$ cat config.mk
export PLATFORM = sky130hd
export DESIGN_NAME = affinity_ready_queue_with_sleep_timers
export DESIGN_NICKNAME = d
export VERILOG_FILES = /design/src/rtl/core/arqst_pkg.sv /design/src/rtl/core/arqst_front.sv /design/src/rtl/core/arqst_back.sv /design/src/rtl/core/affinity_ready_queue_with_sleep_timers.sv
export SDC_FILE = /design/constraint.sdc
export NUM_CORES = 2
export LEC_CHECK = 0
export BUFFER_PORTS_ARGS = -buffer_cell sky130_fd_sc_hd__buf_2
export CORE_ASPECT_RATIO = 1.1
export CORE_MARGIN = 10
export CORE_UTILIZATION = 30
export DETAILED_ROUTE_END_ITERATION = 10
export GPL_TIMING_DRIVEN = 0
export MAX_ROUTING_LAYER = met4
export PLACE_DENSITY_LB_ADDON = 0.05
export SLEW_MARGIN = 5
export SYNTH_ARGS = -nofsm -noshare
export SYNTH_HDL_FRONTEND = slang
export SYNTH_SLANG_ARGS = --single-unit
$ cat constraint.sdc
create_clock -name clk -period 14.1 [get_ports clk]
set_input_delay 2.115 -clock clk [delete_from_list [all_inputs] [get_ports clk]]
set_output_delay 2.115 -clock clk [all_outputs]
set_load 0.01 [all_outputs]
$ cat src/rtl/core/arqst_pkg.sv
`timescale 1ns / 1ps
// Shared types and constants for the affinity ready queue scheduler.
// Used by arqst_front, arqst_back and the top level; depends on nothing.
package arqst_pkg;

  localparam int DEF_MAX_THREADS = 16;
  localparam int DEF_NUM_CPUS    = 2;

  // Function codes on the input word.
  localparam logic [1:0] FN_ADD   = 2'd0;
  localparam logic [1:0] FN_SLEEP = 2'd1;
  localparam logic [1:0] FN_SCHED = 2'd2;
  localparam logic [1:0] FN_BLOCK = 2'd3;

  typedef enum logic [2:0] {
    OP_ADD,
    OP_SLEEP,
    OP_SCHED,
    OP_GIVEN,
    OP_BLOCK
  } op_t;

  typedef enum logic [3:0] {
    ST_IDLE,
    ST_SLP_RD,
    ST_SLP_CMP,
    ST_DRN_RD,
    ST_DRN_CMP,
    ST_CUR,
    ST_SCN_RD,
    ST_SCN_CMP,
    ST_DONE
  } st_t;

  // A classified word as it waits in the queue between front and back.
  typedef struct packed {
    op_t         op;
    logic [3:0]  tid;
    logic [1:0]  mask;
    logic [63:0] wake;
    logic [63:0] now;
    logic [1:0]  sel;
    logic [3:0]  cur;
    logic        requeue;
  } item_t;

  typedef struct packed {
    logic  valid;
    item_t item;
  } fq_t;

  typedef struct packed {
    logic [3:0] id;
    logic [1:0] mask;
  } rdy_ent_t;

  typedef struct packed {
    logic [63:0] wake;
    logic [3:0]  id;
    logic [1:0]  mask;
  } slp_ent_t;

endpackage

$ cat src/rtl/core/arqst_front.sv
`timescale 1ns / 1ps
// Front end: accepts input words, classifies them and computes the wake time.
// Holds a two-entry queue toward arqst_back; uses arqst_pkg.
module arqst_front #(
  parameter int NUM_CPUS = arqst_pkg::DEF_NUM_CPUS
) (
  input  logic                clk,
  input  logic                rst,
  input  logic                valid,
  output logic                stall,
  input  logic [1:0]          func,
  input  logic [3:0]          thread_id,
  input  logic [1:0]          affinity,
  input  logic [31:0]         duration,
  input  logic [63:0]         now,
  input  logic                cpu_id,
  input  logic [3:0]          running_thread,
  input  logic                current_ready,
  input  logic                current_is_idle,
  input  logic                use_given,
  output arqst_pkg::fq_t      fq,
  input  logic                q_pop
);
  import arqst_pkg::*;

  item_t      q [2];
  logic       wp, rp;
  logic [1:0] cnt;
  logic       accept;
  item_t      new_item;

  assign stall  = (cnt == 2'd2);
  assign accept = valid && !stall;

  always_comb begin
    new_item.tid     = thread_id;
    new_item.mask    = affinity;
    new_item.wake    = now + {32'd0, duration};
    new_item.now     = now;
    new_item.cur     = running_thread;
    new_item.requeue = current_ready && !current_is_idle;
    // A CPU number past the configured count matches no mask.
    if (int'(cpu_id) < NUM_CPUS) begin
      new_item.sel = cpu_id ? 2'b10 : 2'b01;
    end else begin
      new_item.sel = 2'b00;
    end
    case (func)
      FN_ADD:   new_item.op = OP_ADD;
      FN_SLEEP: new_item.op = OP_SLEEP;
      FN_SCHED: new_item.op = use_given ? OP_GIVEN : OP_SCHED;
      FN_BLOCK: new_item.op = OP_BLOCK;
      default:  new_item.op = OP_BLOCK;
    endcase
  end

  always_ff @(posedge clk) begin
    if (accept) begin
      q[wp] <= new_item;
    end
  end

  always_ff @(posedge clk) begin
    if (rst) begin
      wp  <= 1'b0;
      rp  <= 1'b0;
      cnt <= 2'd0;
    end else begin
      if (accept) begin
        wp <= ~wp;
      end
      if (q_pop) begin
        rp <= ~rp;
      end
      cnt <= cnt + {1'b0, accept} - {1'b0, q_pop};
    end
  end

  assign fq.valid = (cnt != 2'd0);
  assign fq.item  = q[rp];

endmodule

$ cat src/rtl/core/arqst_back.sv
`timescale 1ns / 1ps
// Back end: sequencer that owns the ready list, the sleep store and the ready
// marks, and drives the registered result port. Uses arqst_pkg.
module arqst_back #(
  parameter int MAX_THREADS = arqst_pkg::DEF_MAX_THREADS
) (
  input  logic           clk,
  input  logic           rst,
  input  arqst_pkg::fq_t fq,
  output logic           q_pop,
  output logic           result_valid,
  input  logic           result_stall,
  output logic [3:0]     chosen_thread,
  output logic           go_idle,
  output logic           store_full
);
  import arqst_pkg::*;

  localparam int IW = (MAX_THREADS > 1) ? $clog2(MAX_THREADS) : 1;
  localparam int CW = $clog2(MAX_THREADS + 1);

  // Logical position k in the circular sleep store, counted from the head.
  function automatic logic [IW-1:0] phys(input logic [IW-1:0] h, input logic [CW-1:0] k);
    logic [CW:0] s;
    s = {{(CW + 1 - IW){1'b0}}, h} + {1'b0, k};
    if (s >= (CW + 1)'(MAX_THREADS)) begin
      s = s - (CW + 1)'(MAX_THREADS);
    end
    return s[IW-1:0];
  endfunction

  rdy_ent_t rmem [MAX_THREADS];
  slp_ent_t smem [MAX_THREADS];
  rdy_ent_t rrd;
  slp_ent_t srd;

  logic          rwe, swe;
  logic [IW-1:0] rwa, rra, swa, sra;
  rdy_ent_t      rwd;
  slp_ent_t      swd;

  st_t           state, state_next;
  item_t         it, it_next;
  logic [CW-1:0] rcnt, rcnt_next, scount, scount_next;
  logic [IW-1:0] shead, shead_next;
  logic [CW-1:0] pos, pos_next, r, r_next, w, w_next;
  logic          found, found_next;
  logic [3:0]    nxt, nxt_next;
  logic          idle, idle_next, full, full_next;
  logic [15:0]   marks, marks_next;
  logic          ov_next;
  logic [3:0]    o_next_n;
  logic          o_idle_n, o_full_n, o_load;

  logic          push, keep;
  logic [3:0]    pid;
  logic [1:0]    pmask;

  always_ff @(posedge clk) begin
    if (rwe) begin
      rmem[rwa] <= rwd;
    end
    rrd <= rmem[rra];
  end

  always_ff @(posedge clk) begin
    if (swe) begin
      smem[swa] <= swd;
    end
    srd <= smem[sra];
  end

  always_ff @(posedge clk) begin
    if (rst) begin
      state        <= ST_IDLE;
      rcnt         <= '0;
      scount       <= '0;
      shead        <= '0;
      marks        <= '0;
      result_valid <= 1'b0;
    end else begin
      state        <= state_next;
      rcnt         <= rcnt_next;
      scount       <= scount_next;
      shead        <= shead_next;
      marks        <= marks_next;
      result_valid <= ov_next;
    end
  end

  always_ff @(posedge clk) begin
    it    <= it_next;
    pos   <= pos_next;
    r     <= r_next;
    w     <= w_next;
    found <= found_next;
    nxt   <= nxt_next;
    idle  <= idle_next;
    full  <= full_next;
    if (o_load) begin
      chosen_thread <= o_next_n;
      go_idle       <= o_idle_n;
      store_full    <= o_full_n;
    end
  end

  always_comb begin
    state_next  = state;
    it_next     = it;
    rcnt_next   = rcnt;
    scount_next = scount;
    shead_next  = shead;
    pos_next    = pos;
    r_next      = r;
    w_next      = w;
    found_next  = found;
    nxt_next    = nxt;
    idle_next   = idle;
    full_next   = full;
    marks_next  = marks;
    q_pop       = 1'b0;
    rwe         = 1'b0;
    rwa         = rcnt[IW-1:0];
    rwd         = '0;
    rra         = r[IW-1:0];
    swe         = 1'b0;
    swa         = shead;
    swd         = '0;
    sra         = shead;
    push        = 1'b0;
    keep        = 1'b0;
    pid         = it.cur;
    pmask       = it.mask;
    o_load      = 1'b0;
    o_next_n    = nxt;
    o_idle_n    = idle;
    o_full_n    = full;
    ov_next     = result_valid && result_stall;

    case (state)
      ST_IDLE: begin
        if (fq.valid) begin
          q_pop     = 1'b1;
          it_next   = fq.item;
          nxt_next  = 4'd0;
          idle_next = 1'b0;
          full_next = 1'b0;
          case (fq.item.op)
            OP_ADD: begin
              push       = 1'b1;
              pid        = fq.item.tid;
              pmask      = fq.item.mask;
              state_next = ST_DONE;
            end
            OP_SLEEP: begin
              if (scount == CW'(MAX_THREADS)) begin
                full_next  = 1'b1;
                state_next = ST_DONE;
              end else begin
                pos_next   = scount;
                state_next = ST_SLP_RD;
              end
            end
            OP_BLOCK: begin
              marks_next[fq.item.tid] = 1'b0;
              state_next              = ST_DONE;
            end
            OP_GIVEN: begin
              nxt_next   = fq.item.tid;
              state_next = ST_DONE;
            end
            OP_SCHED: state_next = ST_DRN_RD;
            default:  state_next = ST_DONE;
          endcase
        end
      end
      // Insertion walks from the tail toward the head, moving later sleepers
      // up one place until it finds the slot after all equal or earlier ones.
      ST_SLP_RD: begin
        if (pos == '0) begin
          swe                    = 1'b1;
          swa                    = shead;
          swd                    = '{wake: it.wake, id: it.tid, mask: it.mask};
          scount_next            = scount + 1'b1;
          marks_next[it.tid]     = 1'b0;
          state_next             = ST_DONE;
        end else begin
          sra        = phys(shead, pos - 1'b1);
          state_next = ST_SLP_CMP;
        end
      end
      ST_SLP_CMP: begin
        swe = 1'b1;
        swa = phys(shead, pos);
        if (srd.wake <= it.wake) begin
          swd                = '{wake: it.wake, id: it.tid, mask: it.mask};
          scount_next        = scount + 1'b1;
          marks_next[it.tid] = 1'b0;
          state_next         = ST_DONE;
        end else begin
          swd        = srd;
          pos_next   = pos - 1'b1;
          state_next = ST_SLP_RD;
        end
      end
      ST_DRN_RD: begin
        if (scount == '0) begin
          state_next = ST_CUR;
        end else begin
          sra        = shead;
          state_next = ST_DRN_CMP;
        end
      end
      ST_DRN_CMP: begin
        if (srd.wake < it.now) begin
          shead_next  = (shead == IW'(MAX_THREADS - 1)) ? '0 : shead + 1'b1;
          scount_next = scount - 1'b1;
          push        = 1'b1;
          pid         = srd.id;
          pmask       = srd.mask;
          state_next  = ST_DRN_RD;
        end else begin
          state_next = ST_CUR;
        end
      end
      ST_CUR: begin
        push       = it.requeue;
        r_next     = '0;
        w_next     = '0;
        found_next = 1'b0;
        state_next = ST_SCN_RD;
      end
      ST_SCN_RD: begin
        if (r == rcnt) begin
          rcnt_next  = w;
          idle_next  = !found;
          state_next = ST_DONE;
        end else begin
          state_next = ST_SCN_CMP;
        end
      end
      // Entries are compacted in place: the write slot never passes the read slot.
      ST_SCN_CMP: begin
        if (found) begin
          keep = 1'b1;
        end else if (!marks[rrd.id]) begin
          keep = 1'b0;
        end else if (|(rrd.mask & it.sel)) begin
          found_next = 1'b1;
          nxt_next   = rrd.id;
        end else begin
          keep = 1'b1;
        end
        if (keep) begin
          rwe    = 1'b1;
          rwa    = w[IW-1:0];
          rwd    = rrd;
          w_next = w + 1'b1;
        end
        r_next     = r + 1'b1;
        state_next = ST_SCN_RD;
      end
      ST_DONE: begin
        if (!result_valid || !result_stall) begin
          o_load     = 1'b1;
          ov_next    = 1'b1;
          state_next = ST_IDLE;
        end
      end
      default: state_next = ST_IDLE;
    endcase

    if (push) begin
      if (rcnt == CW'(MAX_THREADS)) begin
        full_next = 1'b1;
      end else begin
        rwe             = 1'b1;
        rwa             = rcnt[IW-1:0];
        rwd             = '{id: pid, mask: pmask};
        rcnt_next       = rcnt + 1'b1;
        marks_next[pid] = 1'b1;
      end
    end
  end

  a_rcnt_range: assert property (@(posedge clk) disable iff (rst)
    rcnt <= CW'(MAX_THREADS)) else $error("ready count past capacity");
  a_scount_range: assert property (@(posedge clk) disable iff (rst)
    scount <= CW'(MAX_THREADS)) else $error("sleep count past capacity");
  a_compact: assert property (@(posedge clk) disable iff (rst)
    (state == ST_SCN_RD || state == ST_SCN_CMP) |-> (w <= r))
    else $error("compaction write slot passed read slot");
  a_load_done: assert property (@(posedge clk) disable iff (rst)
    $rose(result_valid) |-> $past(state) == ST_DONE)
    else $error("result raised outside completion");

endmodule

$ cat src/rtl/core/affinity_ready_queue_with_sleep_timers.sv
`timescale 1ns / 1ps
// Hardware thread scheduler: FIFO ready list with CPU affinity masks and a
// wake-time ordered sleep store. Add, block and forced schedule complete
// without a walk. A sleep walks from the tail over the sleepers with a later
// wake time and shifts each up one entry through the single read port of the
// sleep memory. A schedule first wakes the sleepers whose wake time has passed,
// then requeues the current thread, then walks the ready list once, reading
// one entry at a time from each memory. A stalled result holds the back end
// until it is taken. A two-word queue in front and a registered result let
// both sides stall independently.
module affinity_ready_queue_with_sleep_timers #(
  parameter int MAX_THREADS = arqst_pkg::DEF_MAX_THREADS,
  parameter int NUM_CPUS    = arqst_pkg::DEF_NUM_CPUS
) (
  input  logic        clk,
  input  logic        rst,
  input  logic        valid,
  output logic        stall,
  input  logic [1:0]  func,
  input  logic [3:0]  thread_id,
  input  logic [1:0]  affinity,
  input  logic [31:0] duration,
  input  logic [63:0] now,
  input  logic        cpu_id,
  input  logic [3:0]  running_thread,
  input  logic        current_ready,
  input  logic        current_is_idle,
  input  logic        use_given,
  output logic        result_valid,
  input  logic        result_stall,
  output logic [3:0]  chosen_thread,
  output logic        go_idle,
  output logic        store_full
);
  import arqst_pkg::*;

  fq_t  fq;
  logic q_pop;

  arqst_front #(.NUM_CPUS(NUM_CPUS)) u_front (
    .clk, .rst, .valid, .stall, .func, .thread_id, .affinity, .duration, .now,
    .cpu_id, .running_thread, .current_ready, .current_is_idle, .use_given,
    .fq, .q_pop
  );

  arqst_back #(.MAX_THREADS(MAX_THREADS)) u_back (
    .clk, .rst, .fq, .q_pop, .result_valid, .result_stall,
    .chosen_thread, .go_idle, .store_full
  );

endmodule
==> implementation parameters <==
Parameter                              Value

Route
  Final wirelength    between 200 and 250 mm
  DRC marker count from the first detailed-route iteration    ~2.9k
  # DRC    0
  Drt wl/cell    27.1 um
  Number of vias in the routed layout    between 30k and 40k
  Post-route ant nets    0
  Number of detailed-route iterations in the first pass    7
  Average via count per standard cell    slightly below 5

Power and ir drop
  Combinational fraction of design power    a little under a fifth
  Sw Ratio    between 20 and 30%
  Power, Total    14.8 mW
  PwrDens    roughly 170 nW/um2
  Leak    roughly 30 nW
  Sequential power share    a little under half
  IR Drop Worst-Case VDD    about 0.00012 V
  Clock network power share    34.9%
  Total net switching power    between 4 and 5 mW
  Internal power summed over all cells    approximately 11 mW

Timing
  F_max    about 160 MHz
  Number of hold violations in the final report    0
  Final worst-path setup slack    about 7.9 ns
  Setup repair after global routing missed its margin    no
  Max-Slew Margin vs Limit    between 5 and 6%
  Setup-violating endpoint count in the final report    0
  Post-route clock skew    0.0698 ns
  Fin crit share    a little over two fifths
  Hold_ws    between 0.4 and 0.5 ns
  Max-slew violation count    0
  Setup_tns    0 ns
  Final critical-path required period    between 6 and 7 ns
  Transition time at the pin with the least slew margin    1.42 ns

Finish
  Final non-filler cell area    between 80,000 and 90,000 um2
  Top library cells by usage in the layout, fill and taps aside    1,672 x edfxtp_1, 297 x mux4_2, 209 x clkbuf_16, 189 x a21oi_1, 179 x buf_2
  Number of fill cells in the layout    between 20k and 25k
  Fraction of final layout cells sized beyond drive strength 1    22.1%
  Final design utilization    35.5%
  Register area    52,600 um2
  Commonest non-fill, non-tap cell in the layout    edfxtp_1
  Layout net count    4,827
  Final Non-Filler Cells    7,968
  Area growth syn-to-layout    17.8%
  Combined area of the multi-input logic cells    around 20,000 um2

CTS
  Number of buffers inserted during clock tree synthesis    between 200 and 250
  Max H-tree Level    4
  Worst-path clk slew    0.05 ns
  Clk Tree Root Cell    clkbuf_16
  Clock network latency to the later pin of the worst-skew pair    ~0.88 ns
  Post-CTS Repair Setup Buffers    0
  TritonCTS Sinks    roughly 1.8k
  CTS tree    done
  Maximum buffer depth of the clock tree    4
  Hold_buf cts    0
  Number of resized instances in the post-cts repair step    0

Synthesis
  Area share of fa/ha/maj cells after synthesis    under 10%
  Xor and xnor area share after synthesis    under 10%
  Number of instances in the synthesized netlist    4,115
  Count of cell types in the netlist    83
  Sequential share of the synthesized area    between 70% and 80%
  Prevailing post-synth register cell    edfxtp_1
  Simple-gate share of the synthesized area    3.99%
  YS warnings    0
  Avg Inst Size Synth    roughly 18 um2
  Nets in the synthesized netlist    between 4k and 5k
  Register bit count reported by yosys    around 1.8k
  Async set-reset flop share out of synthesis    0%
  Dominant combinational cell family by area after synthesis    multiplexers
  Share of the synthesized area in compound gates (AO/OA/AOI/OAI)    ~5.6%
  EDFF count, synth    between 1.5k and 2k
  Mapped cell area    about 73,000 um2
  Multiplexer fraction of the synthesized cell area    12.7%

Setup path
  Critical Path, Cell by Cell    buf_2, ha_1, o21ai_0, o21ai_0, nand4bb_1, a31oi_1, o211ai_1, a21oi_4, and2_1, buf_2, nand4_1, xnor2_1
  Cell with the largest stage delay on the worst path    a31oi_1
  Data required, critical path    ~15 ns
  Kind of start point of the critical path    input port
  Critical path capture point type    register
  Buffering stage count on the worst path with inverters included    2
  Kind of cell with the highest combined delay on the critical path    compound AO/OA/AOI/OAI gates
  Critical path type    in -> reg
  Critical path peak fanout    7
  Worst path arrival time    roughly 6.7 ns
  Crit path largest cell delay    just over 0.9 ns

Place
  Count of placed standard cells including taps    7,585
  Placement Cell Area    79,900 um2
  Placer's final routability congestion estimate    around 0.8
  Post-placement worst setup slack    approximately 7 ns
  Post-DP HPWL    around 150 mm
  Port buffer count    between 100 and 150

Global route
  Largest net degree at the start of global routing    77
  Vias in the first global route    between 40k and 50k
  Global-route wire length before repair    308 mm
  Antenna violations before repair    18
  Global-route usage over all layers    between 10% and 20%
  GRT Residual Overflow    0

Floorplanning
  Die height    538 um
  Starting utilization of the core area    a little under a third
  Die outline width    roughly 500 um
  Count of standard-cell rows    190
  I/O pin count    around 120
  Placeable core area    243,000 um2
  Area enclosed by the die boundary    approximately 260,000 um2

Job
  Max-Cap Viols    0

Min path
  Type of the tightest min-delay check    reg -> reg

Status
  Run status    finished, final reports clean
kinds of logic (layout without fill, tap and decap cells):
family / after synthesis / after routing
DFF: 1789 / 1789
adders and majority gates: 180 / 180
other: 0 / 9
and+or+nand+nor: 561 / 561
buffers and inverters: 343 / 923
muxes: 540 / 540
xor gates and xnor gates: 87 / 87
AOI/OAI and AO/OA: 615 / 615
power by group through the flow:
stage	registers, mW	clock network, mW	logic [mW]
2_1_floorplan	6.81	0	1.76
3_3_place_gp	7.03	0	2.82
3_5_place_dp	6.89	0	2.91
4_1_cts	6.79	5.32	2.92
5_1_grt	6.83	5.53	3.17
6_report	6.77	5.15	2.83
state kept, by name, summed over array words and instances (netlist names), 6 cells and up, named ones only:
register      count
u_back.it       141
u_back.rrd        6
u_back.srd       70
u_front.q       288
u_back.rmem      96
u_back.marks     16
u_back.smem    1120
synthesized netlist by cell type (all sizes together) (4+ instances only):
cell type  count  area (um2)
a21oi        191         960
a22oi          8        60.1
ha           176        2200
and2           9        58.8
xor2          32         280
or2            4        27.5
o22ai         19         119
o21ai         83         419
or3           18         113
and3          18         113
xnor2         55         482
and4          10        87.6
nor2         117         452
a31oi         23         159
nor3          49         278
nand4         30         194
a2111oi        5        43.8
a21boi         4        30.0
o2111ai        9        78.8
edfxtp      1672       50200
nand2        126         473
buf           81         385
dfxtp        117        2340
nand2b        14        87.6
clkbuf        90         338
a22o          71         622
inv          172         646
o211ai        22         165
a222oi         5        50.1
nand3         51         260
fa             4        80.1
nor4          19         149
a221oi         9        85.1
nor2b         83         519
o21a          10        75.1
mux2i        100        1000
a21o          37         278
a211oi        83         623
mux2         143        1610
mux4         297        6690
o21bai         4        30.0
routing by layer:
metal	up-vias	routed length, um	track usage [%]
met5	-	0	-
met3	319	8890	2.27
li1	17383	-	-
met1	20115	94800	21.2
met4	0	5860	4.66
met2	844	106000	27.1
final cells by class:
cell class,count,area share [%]
clock inverter,91,0.878
buffer,171,0.842
multi-input combinational,1983,22.7
timing repair buffer,206,2.68
tap,3264,4.73
inverter,172,0.757
sequential,1789,60.9
antenna,9,0.0261
clock buffer,283,6.53
path summary, 6_finish.rpt:
path,from,end,slack [ns],cells after the start
setup reg to reg,u_back.it[134]$_DFFE_PP_,u_back.smem[13][56]$_DFFE_PP_,8.41,13
setup / recovery,now[2],u_front.q[1][122]$_DFFE_PP_,7.92,12
hold / removal,u_back.nxt[0]$_DFFE_PP_,u_back.chosen_thread[0]$_DFFE_PP_,0.42,0
hold reg to reg,u_back.nxt[0]$_DFFE_PP_,u_back.chosen_thread[0]$_DFFE_PP_,0.42,0
No activity file was read; power rests on OpenSTA's default activity.
